$ cat src/rtl/core/raycast_column_setup_top_assert.svh
// ----------------------------------------------------------------------------
// raycast_column_setup_top_assert
// assertion macros for the ray setup block
// ----------------------------------------------------------------------------
`ifndef RAYCAST_COLUMN_SETUP_TOP_ASSERT_SVH
`define RAYCAST_COLUMN_SETUP_TOP_ASSERT_SVH

// same-cycle implication, disabled during reset
`define RCS_ASSERT_NOW(lbl, clk, rstn, ante, cons) \
    lbl: assert property (@(posedge clk) disable iff (!(rstn)) (ante) |-> (cons)) \
        else $error("ray setup check failed");

// next-cycle implication, disabled during reset
`define RCS_ASSERT_NEXT(lbl, clk, rstn, ante, cons) \
    lbl: assert property (@(posedge clk) disable iff (!(rstn)) (ante) |=> (cons)) \
        else $error("ray setup check failed");

`endif

$ cat src/rtl/core/rcs_div.sv
// ----------------------------------------------------------------------------
// rcs_div
// pipelined restoring divider, one quotient bit per stage, tag carried along
// ----------------------------------------------------------------------------
module rcs_div #(
    parameter int N  = 29,
    parameter int D  = 13,
    parameter int TW = 1
) (
    input  logic          aclk,
    input  logic          aresetn,
    input  logic          en,
    input  logic          in_valid,
    input  logic [N-1:0]  dividend,
    input  logic [D-1:0]  divisor,
    input  logic [TW-1:0] tag,
    output logic          out_valid,
    output logic [N-1:0]  quotient,
    output logic [TW-1:0] out_tag
);
    logic [D-1:0]  rem_reg [N];
    logic [N-1:0]  dq_reg  [N];
    logic [D-1:0]  dvs_reg [N];
    logic [TW-1:0] tag_reg [N];
    logic [N-1:0]  vld_reg;

    for (genvar k = 0; k < N; k++) begin : g_stage
        logic [D-1:0]  rem_in;
        logic [N-1:0]  dq_in;
        logic [D-1:0]  dvs_in;
        logic [TW-1:0] tag_in;
        logic          vld_in;
        logic [D:0]    shifted;
        logic [D:0]    diff;
        logic          ge;
        logic [D-1:0]  rem_next;
        logic [N-1:0]  dq_next;

        if (k == 0) begin : g_first
            assign rem_in = '0;
            assign dq_in  = dividend;
            assign dvs_in = divisor;
            assign tag_in = tag;
            assign vld_in = in_valid;
        end else begin : g_rest
            assign rem_in = rem_reg[k-1];
            assign dq_in  = dq_reg[k-1];
            assign dvs_in = dvs_reg[k-1];
            assign tag_in = tag_reg[k-1];
            assign vld_in = vld_reg[k-1];
        end

        always_comb begin
            shifted  = {rem_in, dq_in[N-1]};
            diff     = shifted - {1'b0, dvs_in};
            ge       = (shifted >= {1'b0, dvs_in});
            rem_next = ge ? diff[D-1:0] : shifted[D-1:0];
            dq_next  = {dq_in[N-2:0], ge};
        end

        always_ff @(posedge aclk) begin
            if (!aresetn) begin
                vld_reg[k] <= 1'b0;
            end else if (en) begin
                vld_reg[k] <= vld_in;
            end
        end

        always_ff @(posedge aclk) begin
            if (en) begin
                rem_reg[k] <= rem_next;
                dq_reg[k]  <= dq_next;
                dvs_reg[k] <= dvs_in;
                tag_reg[k] <= tag_in;
            end
        end
    end

    assign out_valid = vld_reg[N-1];
    assign quotient  = dq_reg[N-1];
    assign out_tag   = tag_reg[N-1];
endmodule

$ cat config.mk
export PLATFORM = sky130hd
export DESIGN_NAME = rcs_div
export DESIGN_NICKNAME = d
export VERILOG_FILES = /design/src/rtl/core/raycast_column_setup_top_assert.svh /design/src/rtl/core/rcs_div.sv
export SDC_FILE = /design/constraint.sdc
export NUM_CORES = 2
export LEC_CHECK = 0
export BUFFER_PORTS_ARGS = -buffer_cell sky130_fd_sc_hd__buf_2
export CAP_MARGIN = 20
export CORE_MARGIN = 5
export CORE_UTILIZATION = 50
export CTS_BUF_LIST = sky130_fd_sc_hd__clkbuf_2 sky130_fd_sc_hd__clkbuf_4 sky130_fd_sc_hd__clkbuf_8
export DETAILED_ROUTE_END_ITERATION = 16
export GPL_ROUTABILITY_DRIVEN = 0
export PLACE_DENSITY = 0.74
export SETUP_SLACK_MARGIN = 0.15
export SYNTH_ARGS = -nofsm -noshare
export SYNTH_HDL_FRONTEND = slang
export SYNTH_SLANG_ARGS = --single-unit
$ cat constraint.sdc
create_clock -name aclk -period 6 [get_ports aclk]
set_input_delay 1.2 -clock aclk [delete_from_list [all_inputs] [get_ports aclk]]
set_output_delay 1.2 -clock aclk [all_outputs]
set_load 0.01 [all_outputs]
* Yosys cells after proc, flatten, opt, wreduce, memory -nomap -nowiden
Memories as Yosys holds them, arrays and structs flattened.
Cells that the tools add are included.
** Operators by class
- Add/subtract/negate cells :: 29
- Mux-type cells :: 31
- Order comparisons :: 29
** Operators with widths (number)
- $ge A14 B13 Y1 :: 28
- $mux W13 :: 29
- $sub A13 B13 Y13 :: 28
- $ge A1 B13 Y1 :: 1
- $sub A1 B13 Y13 :: 1
- $mux W1 :: 2
** Word-level totals
- Bits of input ports :: 47
- Memory bits (writable) :: 1624
- Memories :: 4
- Logic and storage cells :: 122
- Bits in registers :: 29
- Output and inout port bits :: 31
** Memories
- dq_reg :: depth 29, bits a word 29, rd ports 29, clocked after Yosys merged registers in 0, write ports 29, line rcs_div.sv:22 : logic [N-1:0] dq_reg [N];
- dvs_reg :: depth 29, bits a word 13, rd ports 28, clocked after Yosys merged registers in 0, write ports 29, line rcs_div.sv:23 : logic [D-1:0] dvs_reg [N];
- rem_reg :: depth 29, bits a word 13, rd ports 28, clocked after Yosys merged registers in 0, write ports 29, line rcs_div.sv:21 : logic [D-1:0] rem_reg [N];
- tag_reg :: depth 29, bits a word 1, rd ports 29, clocked after Yosys merged registers in 0, write ports 29, line rcs_div.sv:24 : logic [TW-1:0] tag_reg [N];

* Depth between registers and ports, before layout
An unclocked memory read counts as a cell.
- Word-level depth :: 3
- Gate-level depth with buffers :: 12
- Gate-level depth less buffers :: 11

* Worst setup path before layout
Ideal clock, no wire load.
- Path kind :: input to register
- From :: in dividend[28]
- To :: mem rem_reg[0][0] (data pin)
- Stages on the path :: 7
- Slack :: 2971 ps
- Buffers on the path :: 1
- Required time :: 5740 ps
- Arrival time :: 2769 ps
- Setup time :: 260 ps
- Path through :: inv_1 ha_1 inv_1 a2111oi_0 and2_1 buf_2 o21ai_0
** RTL lines
- start, declared :: line rcs_div.sv:14 : input logic [N-1:0] dividend,
- end, declared :: line rcs_div.sv:21

==> flow_metrics.tcl <==
set metrics [dict create \
    relSlewSlack 0.352 \
    num_rows 137 \
    grt_max_degree 144 \
    maxSlewViolCount 0 \
    cts_resized 0 \
    crit_path_top_delay_cell "a221oi_1" \
    setup_violations 0 \
    crit_chain "ha_1, inv_1, fa_1, a21oi_1, o221ai_1, a221oi_1, nand2_1, nand3_1, nand2_1, mux2_2" \
    path_buf_inv 1 \
    fillerInstances 11000 \
    yosysSeqAreaShare 0.691 \
    crit_path_frequent_cell "nand2_1" \
    async_flop_share 0 \
    antenna_found_initial 3 \
    cts_tree "yes" \
    die_y_um 385 \
    rsz0062_at_grt "false" \
    ios 78 \
    grt_pass1_wl_um 189000 \
    area_delta_synth_final_pct 11.7 \
    pre_cts_ws_ns 2.66 \
    ant_nets 0 \
    gr-total-overflow 0 \
    portBuffers 77 \
    grt_usage 0.156 \
    fmax_ghz 0.296 \
    fin_ws_ns 2.63 \
    hp-class "reg -> reg" \
    tns_ns 0 \
    ys_warn_count 0 \
    synth_seq_cells 1627 \
    core_um2 140000 \
    clock-sinks 1627 \
    drc 0 \
    period_share 0.562 \
    first_global_vias 38500 \
    post-cts-setup-buffer-count 0 \
    p_leak_nw 30.6 \
    path_max_fanout 13 \
    cts-root-buf "clkbuf_8" \
    ctsHoldBuffers 0 \
    irDropWorstVdd_mv 0.269 \
    layout_common_cells "1598 x edfxtp_1, 482 x inv_1, 366 x ha_1" \
    crit_arrival_ns 4.03 \
    dp_hpwl_um 75800 \
    crit_required_ns 6.65 \
    start_util 0.503 \
    max_stage_delay_ns 0.49 \
    synthDistinctLibCells 76 \
    postSynthAreaPerCell_um2 14.6 \
    vias_per_cell 5.28 \
    finalHoldViolations 0 \
    ys.flop_type "edfxtp_1" \
    first_iter_violations 2459 \
    finalNetCount 5560 \
    ff_latch_area_um2 48600 \
    die-width_um 385 \
    drive_above_1_share 0.139 \
    synthCells 4803 \
    maxCapViolCount 0 \
    clk_pin_slew_worst_paths_ns 0.06 \
    avgRoutedWirePerCell_um 16.0 \
    num_vias 38000 \
    htree_levels 5 \
    drt-total-wl_um 115000 \
    outcome "finished clean" \
    largest_reg_flops 841 \
    cts_max_path_buffers 4 \
    critPathKind "reg -> reg" \
    startpoint_type "register" \
    drt_first_pass_iters 5 \
    critPathTopFamily "compound AO/OA/AOI/OAI gates" \
    clkLatencyLatePin_ns 0.94 \
    fin_skew_ns 0.0625 \
    fin_crit_ns 3.37 \
    syn_area_um2 70300 \
    powerDensity_nw_per_um2 484 \
    synthesis.nets 5243 \
    hold_slack_ns 0.393 \
    multi_input_area_um2 19400 \
    cts_buffers 290 \
    end_kind "register" \
    worst_slew_pin_slew_ns 0.963 \
    synth-edff-count 1598 \
    die_area_um2 148000 \
    mostFrequentLayoutCell "edfxtp_1" \
]
## Yosys cell counts (all sizes together) (10+ instances only)
library cell | number | area [um^2]
fa | 27 | 541
edfxtp | 1598 | 48000
mux2i | 52 | 521
inv | 486 | 1820
nand2b | 59 | 369
o211ai | 17 | 133
xnor2 | 128 | 1120
a31o | 10 | 87.6
o21ai | 262 | 1310
or4 | 11 | 82.6
nor2b | 75 | 469
a21oi | 227 | 1180
a21o | 128 | 968
nor2 | 217 | 817
ha | 366 | 4580
mux2 | 147 | 1750
buf | 54 | 369
o31ai | 32 | 287
nand2 | 274 | 1030
nand4 | 47 | 294
o21a | 42 | 315
o31a | 10 | 87.6
nor3 | 74 | 370
a41oi | 10 | 87.6
o21bai | 33 | 248
a211o | 11 | 96.3
xor2 | 121 | 1060
a31oi | 29 | 181
a211oi | 12 | 90.1
and3 | 16 | 100
clkbuf | 39 | 148
nor4 | 11 | 68.8
a21boi | 12 | 90.1
a221oi | 17 | 186
nand3 | 42 | 210
dfxtp | 29 | 581
## worst paths after layout
path | start | end | slack, ns | cells after the start
setup / recovery | dvs_reg[1][65] | rem_reg[1][86] | 2.63 | 10
hold / removal | dq_reg[0][81] | dq_reg[0][111] | 0.39 | 0
setup reg to reg | dvs_reg[1][65] | rem_reg[1][86] | 2.63 | 10
hold reg to reg | dq_reg[0][81] | dq_reg[0][111] | 0.39 | 0
## logic make-up (layout without fill, tap and decap cells)
kind of cell / after synthesis / in the layout / synth area share
adder cells (fa/ha/maj): 393 / 393 / 0.0728
flip-flops: 1627 / 1627 / 0.691
XOR/XNOR: 249 / 249 / 0.0310
AO/OA/AOI/OAI: 894 / 894 / 0.0820
AND/OR/NAND/NOR: 862 / 862 / 0.0580
buffers and inverters: 579 / 1097 / 0.0333
multiplexers: 199 / 199 / 0.0322
other: 0 / 4 / 0
## area by class of cell
| cell class | count | area share |
|---|---|---|
| timing repair buffer | 118 | 0.0106 |
| sequential | 1627 | 0.618 |
| clock buffer | 381 | 0.0605 |
| antenna | 4 | 0.000127 |
| inverter | 486 | 0.0232 |
| tap | 1876 | 0.0299 |
| clock inverter | 112 | 0.0101 |
| multi-input combinational | 2597 | 0.247 |
## power breakdown
part	internal [mW]	switching, mW	total (mW)	leakage [nW]
Clock	5.64	4.24	9.88	2.93
Combinational	5.37	6.41	11.8	11.8
Sequential	15.3	1.04	16.4	15.9
## routing by layer
layer / track usage / share of wire
met1: 0.194 / 0.42
met2: 0.263 / 0.49
met3: 0.0312 / 0.048
met4: 0.0723 / 0.041
met5: 0 / 0
## stage by stage
stage          utilization  total power, mW  area, um^2  std cells
6_report             0.562             38.0       78600       7201
3_5_place_dp         0.523             28.2       73000       6704
5_1_grt              0.562             40.6       78600       7201
4_1_cts              0.562             38.4       78500       7197
3_3_place_gp         0.523             27.7       73000       6704
2_1_floorplan            -             25.5       70300       4803
No activity file was read; power rests on OpenSTA's default activity.
